$ cat src/segld_pkg.sv
// ----------------------------------------------------------------------------
// segld_pkg
// Types, codes and descriptor field constants for the segment register load.
// ----------------------------------------------------------------------------
`default_nettype none

package segld_pkg;

   // Number of segment registers
   localparam int SEG_COUNT = 6;

   // Segment register ids
   localparam logic [2:0] SEG_ES = 3'd0;
   localparam logic [2:0] SEG_CS = 3'd1;
   localparam logic [2:0] SEG_SS = 3'd2;

   // Fault codes
   localparam logic [1:0] FAULT_NONE = 2'd0;
   localparam logic [1:0] FAULT_GP   = 2'd1;
   localparam logic [1:0] FAULT_NP   = 2'd2;
   localparam logic [1:0] FAULT_INT  = 2'd3;

   // Load function codes
   localparam logic FUNC_CHECKED   = 1'b0;
   localparam logic FUNC_UNCHECKED = 1'b1;

   // Configuration register indexes
   localparam logic [1:0] CSR_GDT_BASE  = 2'd0;
   localparam logic [1:0] CSR_GDT_LIMIT = 2'd1;
   localparam logic [1:0] CSR_LDT_BASE  = 2'd2;
   localparam logic [1:0] CSR_LDT_LIMIT = 2'd3;

   // Access word bits
   localparam int ACC_P_BIT = 7;
   localparam int ACC_B_BIT = 14;
   localparam int ACC_G_BIT = 15;
   localparam logic [15:0] ACC_REAL_CLR = 16'h4060;   // B and DPL

   // Descriptor type groups (type is access bits 4..0)
   localparam logic [1:0] TYPE_DATA_HI   = 2'b10;     // 0x10..0x17
   localparam logic [3:0] TYPE_RD_CODE   = 4'b1101;   // 0x1A, 0x1B
   localparam logic [3:0] TYPE_CONF_CODE = 4'b1111;   // 0x1E, 0x1F

   localparam logic [15:0] REAL_LIMIT = 16'hFFFF;
   localparam logic [11:0] PAGE_FILL  = 12'hFFF;
   localparam logic [2:0]  BYTE_FIVE  = 3'd5;

   typedef struct packed {
      logic        func;
      logic [2:0]  seg_id;
      logic [15:0] selector;
      logic [31:0] desc_low;
      logic [31:0] desc_high;
      logic        protected_mode;
      logic        virtual_8086;
   } req_type;

   typedef struct packed {
      logic [1:0]  fault;
      logic [15:0] fault_code;
      logic [31:0] cache_base;
      logic [31:0] cache_limit;
      logic [15:0] cache_access;
      logic        access_write;
      logic [31:0] access_write_addr;
      logic [7:0]  access_write_byte;
      logic [1:0]  cpl_out;
      logic        code_32bit;
      logic        stack_32bit;
   } rsp_type;

   typedef struct packed {
      logic [31:0] gdt_base;
      logic [15:0] gdt_limit;
      logic [31:0] ldt_base;
      logic [31:0] ldt_limit;
   } cfg_type;

   // Machine state seen by and updated from one load
   typedef struct packed {
      logic        acc_we;
      logic [15:0] acc_val;
      logic [1:0]  cpl;
      logic        code_32bit;
      logic        stack_32bit;
   } upd_type;

endpackage

`default_nettype wire

$ cat src/segld_csr.sv
// ----------------------------------------------------------------------------
// segld_csr
// Descriptor table base/limit registers behind an APB-style port.
// ----------------------------------------------------------------------------
`default_nettype none

module segld_csr import segld_pkg::*; (
   input  wire logic        clock,
   input  wire logic        reset,
   input  wire logic        csr_psel,
   input  wire logic        csr_penable,
   input  wire logic        csr_pwrite,
   input  wire logic [3:0]  csr_paddr,
   input  wire logic [31:0] csr_pwdata,
   output logic      [31:0] csr_prdata,
   output logic             csr_pready,
   output cfg_type          cfg
);

   cfg_type    cfg_ff, cfg_in;
   logic       wr_en;
   logic [1:0] idx;

   assign idx        = csr_paddr[3:2];
   assign wr_en      = csr_psel & csr_penable & csr_pwrite;
   assign csr_pready = 1'b1;
   assign cfg        = cfg_ff;

   always_comb begin
      cfg_in = cfg_ff;
      if (wr_en) begin
         case (idx)
            CSR_GDT_BASE:  cfg_in.gdt_base  = csr_pwdata;
            CSR_GDT_LIMIT: cfg_in.gdt_limit = csr_pwdata[15:0];
            CSR_LDT_BASE:  cfg_in.ldt_base  = csr_pwdata;
            CSR_LDT_LIMIT: cfg_in.ldt_limit = csr_pwdata;
            default:       cfg_in = cfg_ff;
         endcase
      end
   end

   always_comb begin
      case (idx)
         CSR_GDT_BASE:  csr_prdata = cfg_ff.gdt_base;
         CSR_GDT_LIMIT: csr_prdata = {16'b0, cfg_ff.gdt_limit};
         CSR_LDT_BASE:  csr_prdata = cfg_ff.ldt_base;
         CSR_LDT_LIMIT: csr_prdata = cfg_ff.ldt_limit;
         default:       csr_prdata = '0;
      endcase
   end

   always_ff @(posedge clock) begin
      if (reset) begin
         cfg_ff.gdt_base  <= '0;
         cfg_ff.gdt_limit <= 16'hFFFF;
         cfg_ff.ldt_base  <= '0;
         cfg_ff.ldt_limit <= '0;
      end else begin
         cfg_ff <= cfg_in;
      end
   end

endmodule

`default_nettype wire

$ cat src/segld_eval.sv
// ----------------------------------------------------------------------------
// segld_eval
// Single-pass check and decode of one segment load against current state.
// ----------------------------------------------------------------------------
`default_nettype none

module segld_eval import segld_pkg::*; #(
   parameter int NUM_SEGMENTS = SEG_COUNT
) (
   input  wire req_type      req,
   input  wire cfg_type      cfg,
   input  wire logic [15:0]  old_acc,    // cached access of the target
   input  wire logic [1:0]   cpl,
   input  wire logic         code_32bit,
   input  wire logic         stack_32bit,
   output rsp_type           rsp,
   output upd_type           upd
);

   logic        id_ok, is_cs, is_ss;
   logic        plain, prot, chk_ss, chk_data, null_sel;
   logic [31:0] lo, hi;
   logic [15:0] acc, sel_code;
   logic [4:0]  dtype;
   logic [1:0]  dpl, rpl;
   logic [31:0] tbl_lim, tbl_base, wb_addr;
   logic        in_tbl;
   logic [19:0] lim20;
   logic [31:0] dec_base, dec_lim;
   logic        ss_ok, data_ok, priv_ok;
   logic [1:0]  fault;
   logic [15:0] fcode;
   logic        install, good;

   assign id_ok = 32'(req.seg_id) < NUM_SEGMENTS;
   assign is_cs = req.seg_id == SEG_CS;
   assign is_ss = req.seg_id == SEG_SS;

   assign plain    = (req.func == FUNC_CHECKED) & (~req.protected_mode | req.virtual_8086);
   assign prot     = (req.func == FUNC_UNCHECKED) | (~plain & is_cs);
   assign chk_ss   = ~prot & ~plain & is_ss;
   assign chk_data = ~prot & ~plain & ~is_ss;

   assign sel_code = {req.selector[15:2], 2'b00};
   assign null_sel = sel_code == '0;

   // checked CS load uses an all-zero descriptor
   assign lo = (req.func == FUNC_CHECKED && is_cs) ? '0 : req.desc_low;
   assign hi = (req.func == FUNC_CHECKED && is_cs) ? '0 : req.desc_high;

   assign acc   = hi[23:8];
   assign dtype = acc[4:0];
   assign dpl   = acc[6:5];
   assign rpl   = req.selector[1:0];

   // table bounds and byte-five address
   assign tbl_lim  = req.selector[2] ? cfg.ldt_limit : {16'b0, cfg.gdt_limit};
   assign tbl_base = req.selector[2] ? cfg.ldt_base : cfg.gdt_base;
   assign in_tbl   = {16'b0, req.selector[15:3], 3'b111} <= tbl_lim;
   assign wb_addr  = tbl_base + {16'b0, req.selector[15:3], BYTE_FIVE};

   assign dec_base = {hi[31:24], hi[7:0], lo[31:16]};
   assign lim20    = {hi[19:16], lo[15:0]};
   assign dec_lim  = acc[ACC_G_BIT] ? {lim20, PAGE_FILL} : {12'b0, lim20};

   assign ss_ok = in_tbl && cpl == rpl && cpl == dpl
                  && dtype[4:3] == TYPE_DATA_HI && dtype[1] && acc[ACC_P_BIT];

   assign priv_ok = (dpl >= cpl) && (dpl >= rpl);
   always_comb begin
      if (dtype[4:3] == TYPE_DATA_HI || dtype[4:1] == TYPE_RD_CODE) begin
         data_ok = in_tbl & priv_ok;
      end else begin
         data_ok = in_tbl & (dtype[4:1] == TYPE_CONF_CODE);
      end
   end

   always_comb begin
      fault = FAULT_NONE;
      fcode = '0;
      if (!id_ok || plain) begin
         fault = FAULT_NONE;
      end else if (prot) begin
         if (!in_tbl) fault = FAULT_INT;
      end else if (chk_ss) begin
         if (null_sel) begin
            fault = FAULT_GP;
         end else if (!ss_ok) begin
            fault = FAULT_GP;
            fcode = sel_code;
         end
      end else if (!null_sel) begin
         if (!data_ok) begin
            fault = FAULT_GP;
            fcode = sel_code;
         end else if (!acc[ACC_P_BIT]) begin
            fault = FAULT_NP;
            fcode = sel_code;
         end
      end
   end

   assign good    = id_ok && fault == FAULT_NONE;
   assign install = good && (prot || chk_ss || (chk_data && !null_sel));

   always_comb begin
      rsp             = '0;
      rsp.fault       = fault;
      rsp.fault_code  = fcode;
      upd.acc_we      = good;
      upd.acc_val     = '0;
      upd.cpl         = cpl;
      upd.code_32bit  = code_32bit;
      upd.stack_32bit = stack_32bit;
      if (install) begin
         rsp.cache_base        = dec_base;
         rsp.cache_limit       = dec_lim;
         rsp.cache_access      = acc;
         rsp.access_write      = 1'b1;
         rsp.access_write_addr = wb_addr;
         rsp.access_write_byte = {hi[15:9], 1'b1};
         upd.acc_val           = acc;
         if (is_cs) begin
            upd.code_32bit = acc[ACC_B_BIT];
            upd.cpl        = rpl;
         end else if (is_ss) begin
            upd.stack_32bit = acc[ACC_B_BIT];
         end
      end else if (good && plain) begin
         rsp.cache_base   = {12'b0, req.selector, 4'b0};
         rsp.cache_limit  = {16'b0, REAL_LIMIT};
         rsp.cache_access = old_acc & ~ACC_REAL_CLR;
         upd.acc_val      = old_acc & ~ACC_REAL_CLR;
         if (is_cs) begin
            upd.code_32bit = 1'b0;
         end else if (is_ss) begin
            upd.stack_32bit = 1'b0;
         end
      end
      // null data selector: segment fields stay zero
      rsp.cpl_out     = upd.cpl;
      rsp.code_32bit  = upd.code_32bit;
      rsp.stack_32bit = upd.stack_32bit;
   end

endmodule

`default_nettype wire

$ cat src/x86_segment_register_load.sv
// ----------------------------------------------------------------------------
// x86_segment_register_load
// Loads one x86 segment register, one load per cycle while rsp_stall does not
// hold the result. Each accepted word is captured in an input register,
// checked and decoded in a single pass, and the result word lands in a result
// register; rsp_valid rises once the load reaches that register. A new load is
// taken every cycle as long as the result register drains or is empty. The
// cached access words, CPL and the code/stack size flags are updated at the
// edge where a load moves from the input register to the result register, so
// the next load, when checked, already sees them. Throughput is set by that
// state update loop. The user must write table registers through the csr_ port
// only while no load is in flight; the block itself does not enforce this.
// ----------------------------------------------------------------------------
`default_nettype none

module x86_segment_register_load import segld_pkg::*; #(
   parameter int NUM_SEGMENTS = SEG_COUNT
) (
   input  wire logic        clock,
   input  wire logic        reset,
   // load request
   input  wire logic        req_valid,
   output logic             req_stall,
   input  wire req_type     req_data,
   // load result
   output logic             rsp_valid,
   input  wire logic        rsp_stall,
   output rsp_type          rsp_data,
   // table registers
   input  wire logic        csr_psel,
   input  wire logic        csr_penable,
   input  wire logic        csr_pwrite,
   input  wire logic [3:0]  csr_paddr,
   input  wire logic [31:0] csr_pwdata,
   output logic      [31:0] csr_prdata,
   output logic             csr_pready
);

   localparam int IDX_W = $clog2(NUM_SEGMENTS);

   cfg_type     cfg;

   // input register
   logic        s1_valid_ff, s1_valid_in;
   req_type     s1_req_ff;

   // result register
   logic        rsp_valid_ff, rsp_valid_in;
   rsp_type     rsp_ff;

   // machine state
   logic [15:0] acc_ff [NUM_SEGMENTS];
   logic [1:0]  cpl_ff;
   logic        code32_ff, stack32_ff;

   logic        advance, take;
   logic        id_ok;
   logic [IDX_W-1:0] idx;
   logic [15:0] old_acc;
   rsp_type     eval_rsp;
   upd_type     upd;

   segld_csr u_csr (
      .clock       (clock),
      .reset       (reset),
      .csr_psel    (csr_psel),
      .csr_penable (csr_penable),
      .csr_pwrite  (csr_pwrite),
      .csr_paddr   (csr_paddr),
      .csr_pwdata  (csr_pwdata),
      .csr_prdata  (csr_prdata),
      .csr_pready  (csr_pready),
      .cfg         (cfg)
   );

   // target register's cached access word (real-mode loads keep it with B and DPL cleared)
   assign idx     = s1_req_ff.seg_id[IDX_W-1:0];
   assign id_ok   = 32'(s1_req_ff.seg_id) < NUM_SEGMENTS;
   assign old_acc = id_ok ? acc_ff[idx] : '0;

   segld_eval #(
      .NUM_SEGMENTS (NUM_SEGMENTS)
   ) u_eval (
      .req         (s1_req_ff),
      .cfg         (cfg),
      .old_acc     (old_acc),
      .cpl         (cpl_ff),
      .code_32bit  (code32_ff),
      .stack_32bit (stack32_ff),
      .rsp         (eval_rsp),
      .upd         (upd)
   );

   // stage 1 moves on when the result register is free or draining
   assign advance      = s1_valid_ff & (~rsp_valid_ff | ~rsp_stall);
   assign req_stall    = s1_valid_ff & ~advance;
   assign take         = req_valid & ~req_stall;
   assign s1_valid_in  = take | (s1_valid_ff & ~advance);
   assign rsp_valid_in = advance | (rsp_valid_ff & rsp_stall);

   assign rsp_valid = rsp_valid_ff;
   assign rsp_data  = rsp_ff;

   always_ff @(posedge clock) begin
      if (reset) begin
         s1_valid_ff  <= 1'b0;
         rsp_valid_ff <= 1'b0;
      end else begin
         s1_valid_ff  <= s1_valid_in;
         rsp_valid_ff <= rsp_valid_in;
      end
   end

   always_ff @(posedge clock) begin
      if (take) begin
         s1_req_ff <= req_data;
      end
      if (advance) begin
         rsp_ff <= eval_rsp;
      end
   end

   // state commit when the load retires into the result register
   always_ff @(posedge clock) begin
      if (reset) begin
         cpl_ff     <= '0;
         code32_ff  <= 1'b0;
         stack32_ff <= 1'b0;
         for (int i = 0; i < NUM_SEGMENTS; i++) begin
            acc_ff[i] <= '0;
         end
      end else if (advance) begin
         cpl_ff     <= upd.cpl;
         code32_ff  <= upd.code_32bit;
         stack32_ff <= upd.stack_32bit;
         if (upd.acc_we && id_ok) begin
            acc_ff[idx] <= upd.acc_val;
         end
      end
   end

`ifndef SYNTHESIS
   // a faulting load never reports a write-back
   assert property (@(posedge clock) disable iff (reset)
      rsp_valid_ff && rsp_ff.fault != FAULT_NONE |-> !rsp_ff.access_write)
      else $error("write-back reported on a faulting load");

   // input side only stalls with a load held in stage 1
   assert property (@(posedge clock) disable iff (reset)
      req_stall |-> s1_valid_ff)
      else $error("stall without a held load");

   // CPL only moves when a load retires
   assert property (@(posedge clock) disable iff (reset)
      cpl_ff != $past(cpl_ff) |-> $past(advance))
      else $error("CPL changed without a retiring load");

   // result register reflects the state committed with it
   assert property (@(posedge clock) disable iff (reset)
      advance |=> rsp_ff.cpl_out == cpl_ff && rsp_ff.code_32bit == code32_ff
                  && rsp_ff.stack_32bit == stack32_ff)
      else $error("result flags differ from committed state");
`endif

endmodule

`default_nettype wire
$ cat config.mk
export PLATFORM = sky130hd
export DESIGN_NAME = x86_segment_register_load
export DESIGN_NICKNAME = d
export VERILOG_FILES = /design/src/segld_pkg.sv /design/src/segld_csr.sv /design/src/segld_eval.sv /design/src/x86_segment_register_load.sv
export SDC_FILE = /design/constraint.sdc
export NUM_CORES = 1
export LEC_CHECK = 0
export CORE_ASPECT_RATIO = 0.9
export CORE_MARGIN = 4
export CORE_UTILIZATION = 63
export CTS_BUF_LIST = sky130_fd_sc_hd__clkbuf_8 sky130_fd_sc_hd__clkbuf_16
export CTS_CLUSTER_SIZE = 20
export DETAILED_ROUTE_END_ITERATION = 12
export DONT_BUFFER_PORTS = 1
export PLACE_DENSITY = 0.79
export REMOVE_ABC_BUFFERS = 1
export SKIP_LAST_GASP = 1
export SYNTH_ARGS = -nofsm -noshare
export SYNTH_HDL_FRONTEND = slang
export SYNTH_SLANG_ARGS = --single-unit
$ cat constraint.sdc
create_clock -name clock -period 6.6 [get_ports clock]
set_clock_uncertainty 0.15 [all_clocks]
set_input_delay 1.65 -clock clock [delete_from_list [all_inputs] [get_ports clock]]
set_output_delay 1.65 -clock clock [all_outputs]
set_load 0.02 [all_outputs]
==> results_dict.tcl, run 1 <==
set metrics [dict create \
    period_minus_slack_ns 5.41 \
    path_delay_family "simple AND/OR/NAND/NOR gates" \
    cp_slowest_stage_delay_ns 0.77 \
    globalplace.congestion 0.884 \
    clockRootBuffer "clkbuf_16" \
    async_reset_ff_share_pct 0 \
    die_h_um 176 \
    layout_common_cells "edfxtp_1 (328), nand2_1 (248), dfxtp_1 (121), a21oi_1 (119), nor2_1 (104)" \
    final_common_cell "edfxtp_1" \
    arrival_ns 5.43 \
    synthesis.instances 1586 \
    hold_end "u_csr.cfg[42]" \
    slew_viol_final 0 \
    path_clk_slew_ns 0.06 \
    final_antenna_net_count 0 \
    start_util_pct 64.1 \
    critPathLaunchType "register" \
    cp_max_fo 16 \
    avgSynthCellArea_um2 12.5 \
    drv_cap 0 \
    die_w_um 195 \
    cts_buffers 44 \
    max-vdd-ir-drop_uv 250 \
    dpl_worst_slack_ns 1.25 \
    yosysTopAreaCell "edfxtp_1" \
    min_path_type "register to register" \
    fin_total_pwr_mw 6.12 \
    h-tree-depth 2 \
    synth.area.top_cells "edfxtp_1 (50%), dfxtp_1 (12%), mux4_2 (4.8%), nand2_1 (4.7%), mux2_2 (3.2%)" \
    clock_sinks 449 \
    cts_tree "done" \
    holdPathStages 2 \
    setup_ws_ns 1.19 \
    port-buffer-count 0 \
    stdcell_area_um2 21600 \
    synth_top_flop_cell "edfxtp_1" \
    postCtsSetupBuffers 0 \
    worstPathCellList "nor3b_2, nand2_1, and2_1, ha_1, a221oi_1, nor3_1, a21oi_1, o211ai_2, nand3_2, or3_1, nand2b_1" \
    area_growth_pct 8.65 \
    core-area_um2 31000 \
    r2r_slack_ns 1.19 \
    num_vias 13000 \
    cp_slowest_cell "or3_1" \
    timing.fmax_mhz 185 \
    leakage_nw 7.86 \
    rows 61 \
    firstDrtPassIters 5 \
    fin_crit_sh_pct 81.9 \
    clock_latency_ns 0.55 \
    hold_start "u_csr.cfg[42]" \
    antenna_found_initial 12 \
    worst-endpoint-required_ns 6.63 \
    relSlewSlack_pct 19.3 \
    num-nets-final 1741 \
    outcome "finished clean" \
    worst-path-buf-inv 0 \
    r2r_start "idx[2]" \
    grt_pass1_wl_mm 75.7 \
    wirelength_mm 50.1 \
    io_pins 307 \
    num-fill-cells 2122 \
    setup_viol 0 \
    cts.repair.resized 0 \
    cts_buffer_depth 3 \
    synth_top_area_share_pct 49.6 \
    holdBufCountCts 0 \
    criticalPathCategory "register to register" \
    grt_pass1_vias 12500 \
    cp-end-kind "register" \
    grt_max_degree 125 \
    viasPerCell 6.38 \
    grt_overflow 0 \
    worstRegToRegCells 11 \
    finalHoldViolations 0 \
    drcViolationCount 0 \
    die-area_um2 34400 \
    ys_seq_elements 449 \
    yosysWarnings 0 \
    layout-drive-gt1-share_pct 14.6 \
    fin_setup_tns_ns 0 \
    yosysSeqAreaShare_pct 61.8 \
    ys_types 68 \
    dpl.hpwl_mm 33.0 \
    gr-usage-all-layers_pct 28.4 \
    detail_route.wl_per_cell_um 24.7 \
    power.density_nw_per_um2 284 \
    worst-slew-pin-transition_ns 1.20 \
    synth_edf_count 328 \
    drt_iter0_drc 1158 \
    synth_area_um2 19800 \
    dpl_cell_area_um2 20200 \
    final_util_pct 69.6 \
    timing.rr.end "acc_ff[3][13]" \
    rsz0062_at_grt "no" \
]
[kinds of logic after synthesis]
family / share of synthesized area (%)
XOR/XNOR: 0.971
buffers and inverters: 3.02
flip-flops: 61.8
AND/OR/NAND/NOR: 12.9
multiplexers: 9.61
AO/OA/AOI/OAI: 9.66
other: 0.0378
adder cells (fa/ha/maj): 1.95
[worst max-delay path by stage]
stage | from | to | slack (ns) | cells past startpoint
after floorplan | s1_req_ff[68] | acc_ff[5][0] | -0.16 | 10
after global placement | idx[2] | acc_ff[3][13] | 1.39 | 11
after detailed placement | idx[2] | acc_ff[3][13] | 1.25 | 11
after CTS | idx[2] | acc_ff[3][0] | 1.25 | 11
after global routing | idx[2] | acc_ff[3][13] | 0.94 | 11
final | idx[2] | acc_ff[3][13] | 1.19 | 11
[layer usage]
metal  vias up  GRT usage [%]  part of all wire [%]
met4        10           9.39                   3.0
met2       684           44.1                    46
met5         -              0                  0.13
met3        96           8.19                    11
li1       5786              -                     -
met1      6386           39.3                    40
[synthesized netlist by cell type, types with 10 or more instances]
library cell  number
a211o_1           18
a21oi_1          119
a22o_1            30
a22oi_4           10
and2_1            41
and3_1            19
clkbuf_1          64
dfxtp_1          121
edfxtp_1         328
ha_1              31
inv_1             34
mux2_2            57
mux2i_1           32
mux4_2            42
nand2_1          248
nand2b_1          12
nand3_1           22
nand4_1           18
nor2_1           105
nor2_2            20
nor2b_1           26
o21ai_0           33
xnor2_1           16
[tightest hold or removal path: cells and delay by family, from the launching register on]
| kind | cells | cell delay [ns] |
|---|---|---|
| simple gates | 1 | 0.05 |
| compound gates | 1 | 0.05 |
| flops | 1 | 0.31 |
[metrics by stage]
step           cells  hold WS (ns)
2_1_floorplan   1515         0.285
3_3_place_gp    1944         0.293
3_5_place_dp    1944         0.301
4_1_cts         2024         0.309
5_1_grt         2029         0.340
6_report        2031         0.315
[state kept, by name, summed over array words and instances (netlist names), named ones only]
| register | flops |
|---|---|
| rsp_data | 138 |
| idx | 3 |
| s1_valid_ff | 1 |
| acc_ff | 104 |
| cpl_ff | 2 |
| u_csr.cfg | 112 |
| s1_req_ff | 83 |
| rsp_valid | 1 |
| stack32_ff | 1 |
| code32_ff | 1 |
[layout make-up]
class | count | area [um2] | area share, %
Clock buffer | 48 | 1160 | 5.36
Inverter | 34 | 135 | 0.627
Antenna cell | 7 | 17.5 | 0.0812
Clock inverter | 32 | 206 | 0.957
Tap cell | 409 | 512 | 2.37
Sequential cell | 449 | 12300 | 56.9
Timing Repair Buffer | 20 | 163 | 0.754
Multi-Input combinational cell | 1032 | 7100 | 32.9
[where the power goes]
| group | internal (mW) | switching (mW) |
|---|---|---|
| clock network | 1.34 | 1.04 |
| registers | 3.17 | 0.142 |
| logic | 0.158 | 0.274 |
(Power assumes the default switching activity.)
==> run 2, diff against run 1 <==
==> constraint.sdc (replaced) <==
create_clock -name clock -period 5.5 [get_ports clock]
set_clock_uncertainty 0.15 [all_clocks]
set_input_delay 1.375 -clock clock [delete_from_list [all_inputs] [get_ports clock]]
set_output_delay 1.375 -clock clock [all_outputs]
set_load 0.02 [all_outputs]
==> run 2 against run 1 <==
Power grew 22%. Design area increased by 0.62%. Worst hold slack worse by 0.0026 ns. Sequential power grew 20%. Register-to-register slack got worse by 0.39 ns. Sequential cell count unchanged. Routed wire length is essentially flat. Combinational power rose by 19%. Critical path type unchanged. Highest routed layer unchanged.
==> results_dict.tcl, run 2 (same netlist as run 1, synthesis figures left out) <==
set metrics [dict create \
    outcome "finished clean" \
    holdBufCountCts 0 \
    clockRootBuffer "clkbuf_16" \
    dpl.hpwl_mm 33.0 \
    grt_pass1_wl_mm 76.7 \
    setup_viol 0 \
    largest_reg_flops 138 \
    power.density_nw_per_um2 344 \
    p_int_mw 5.70 \
    cts_buffers 44 \
    layout-drive-gt1-share_pct 15.2 \
    p_switching_mw 1.76 \
    rsz0062_at_grt "no" \
    grt_max_degree 125 \
    viasPerCell 6.41 \
    pwr-share-seq_pct 53.4 \
    die_w_um 195 \
    wl_met3_mm 5.03 \
    fin_crit_sh_pct 85.3 \
    drt_iter0_drc 1201 \
    finalHoldViolations 0 \
    max-vdd-ir-drop_uv 312 \
    switching_share_pct 23.6 \
    routed-wl-met2_mm 23.6 \
    relSlewSlack_pct 21.8 \
    num-nets-final 1751 \
    period_minus_slack_ns 4.69 \
    gr-usage-all-layers_pct 28.7 \
    slew_viol_final 0 \
    die-area_um2 34400 \
    critPathLaunchType "register" \
    die_h_um 176 \
    cts.repair.resized 0 \
    drv_cap 0 \
    whs_ns 0.312 \
    fin_cells 2040 \
    port-buffer-count 0 \
    combPwrFrac_pct 6.9 \
    cp_max_fo 17 \
    leakage_nw 7.93 \
    rows 61 \
    antenna_found_initial 6 \
    clock_sinks 449 \
    cts_buffer_depth 3 \
    core-area_um2 31000 \
    cp-end-kind "register" \
    top_layer "met5" \
    num_vias 13100 \
    area_growth_pct 9.32 \
    wirelength_mm 50.2 \
    worst-slew-pin-transition_ns 1.17 \
    placedCellCount 1954 \
    firstDrtPassIters 5 \
    clock_latency_ns 0.55 \
    grt_overflow 0 \
    drcViolationCount 0 \
    wl_met1_mm 20.5 \
    detail_route.wl_per_cell_um 24.6 \
    worst-endpoint-required_ns 5.59 \
    h-tree-depth 2 \
    postCtsSetupBuffers 0 \
    final_antenna_net_count 0 \
    start_util_pct 64.1 \
    cts_tree "done" \
    path_clk_slew_ns 0.06 \
    timing.fmax_mhz 213 \
    clkPwrFrac_pct 39.7 \
    min_path_type "register to register" \
    grt_pass1_vias 12500 \
    criticalPathCategory "register to register" \
    num-fill-cells 2185 \
    io_pins 307 \
    arrival_ns 4.78 \
    layout_common_cells "edfxtp_1 (328), nand2_1 (248), dfxtp_1 (121), a21oi_1 (119), nor2_1 (104)" \
    globalplace.congestion 0.906 \
    final_common_cell "edfxtp_1" \
]
==> run 2: cell count changes in the layout (fill, tap and decap cells not counted), sizes merged <==
| cell | before | now |
|---|---|---|
| bufinv | 2 | 3 |
| buf | 20 | 30 |
| clkbuf | 48 | 49 |
| inv | 46 | 48 |
| diode | 7 | 4 |
| clkinv | 18 | 14 |
| clkinvlp | 0 | 2 |
==> run 2: per-layer routing <==
metal / up-vias / track usage, %
li1: 5788 / -
met1: 6489 / 41.6
met2: 707 / 45.0
met3: 86 / 6.49
met4: 6 / 6.89
met5: - / 0
==> run 2: worst max-delay path, cell delays in order (launching register included) <==
cell	delay [ns]
edfxtp_1	0.99
buf_4	0.33
mux2i_1	0.22
ha_1	0.26
a21oi_1	0.14
o21a_1	0.16
o221ai_1	0.18
o21a_1	0.32
o211ai_2	0.37
nand3_2	0.13
buf_4	0.23
or3_1	0.36
buf_4	0.20
nand2b_1	0.09
buf_4	0.23
==> run 2: path summary, 6_finish.rpt <==
path / slack [ns] / cells past startpoint / start / to
worst max-delay path: 0.81 / 14 / s1_req_ff[68] / acc_ff[3][13]
worst min-delay path: 0.31 / 2 / stack32_ff / stack32_ff
worst max register to register: 0.81 / 14 / s1_req_ff[68] / acc_ff[3][13]
worst min register to register: 0.31 / 2 / stack32_ff / stack32_ff
==> run 2: cell type report <==
type                            instances  area [um2]  area share (%)
Antenna cell                            4        10.0          0.0461
Clock buffer                           49        1190            5.49
Clock inverter                         33         236            1.09
Inverter                               34         135           0.623
Multi-Input combinational cell       1032        7100            32.7
Sequential cell                       449       12300            56.6
Tap cell                              409         512            2.36
Timing Repair Buffer                   30         238            1.10
==> run 2: power groups by stage <==
stage | logic [mW] | clock network (mW) | registers, mW
global placement | 0.496 | 0 | 4.04
finish | 0.515 | 2.96 | 3.98
detailed placement | 0.513 | 0 | 4.05
CTS | 0.516 | 2.99 | 3.98
global route | 0.560 | 3.17 | 3.99
floorplan | 0.365 | 0 | 4.02
==> run 2: through the flow <==
| stage | setup TNS [ns] | instance area, um2 | power, mW | setup slack [ns] | util [%] |
|---|---|---|---|---|---|
| finish | 0 | 21700 | 7.46 | 0.808 | 70.0 |
| global route | 0 | 21700 | 7.72 | 0.639 | 70.0 |
| CTS | 0 | 21700 | 7.49 | 0.858 | 70.0 |
| detailed placement | 0 | 20300 | 4.57 | 0.867 | 65.4 |
| global placement | 0 | 20300 | 4.54 | 0.893 | 65.4 |
| floorplan | -194.26 | 19500 | 4.39 | -1.26 | - |
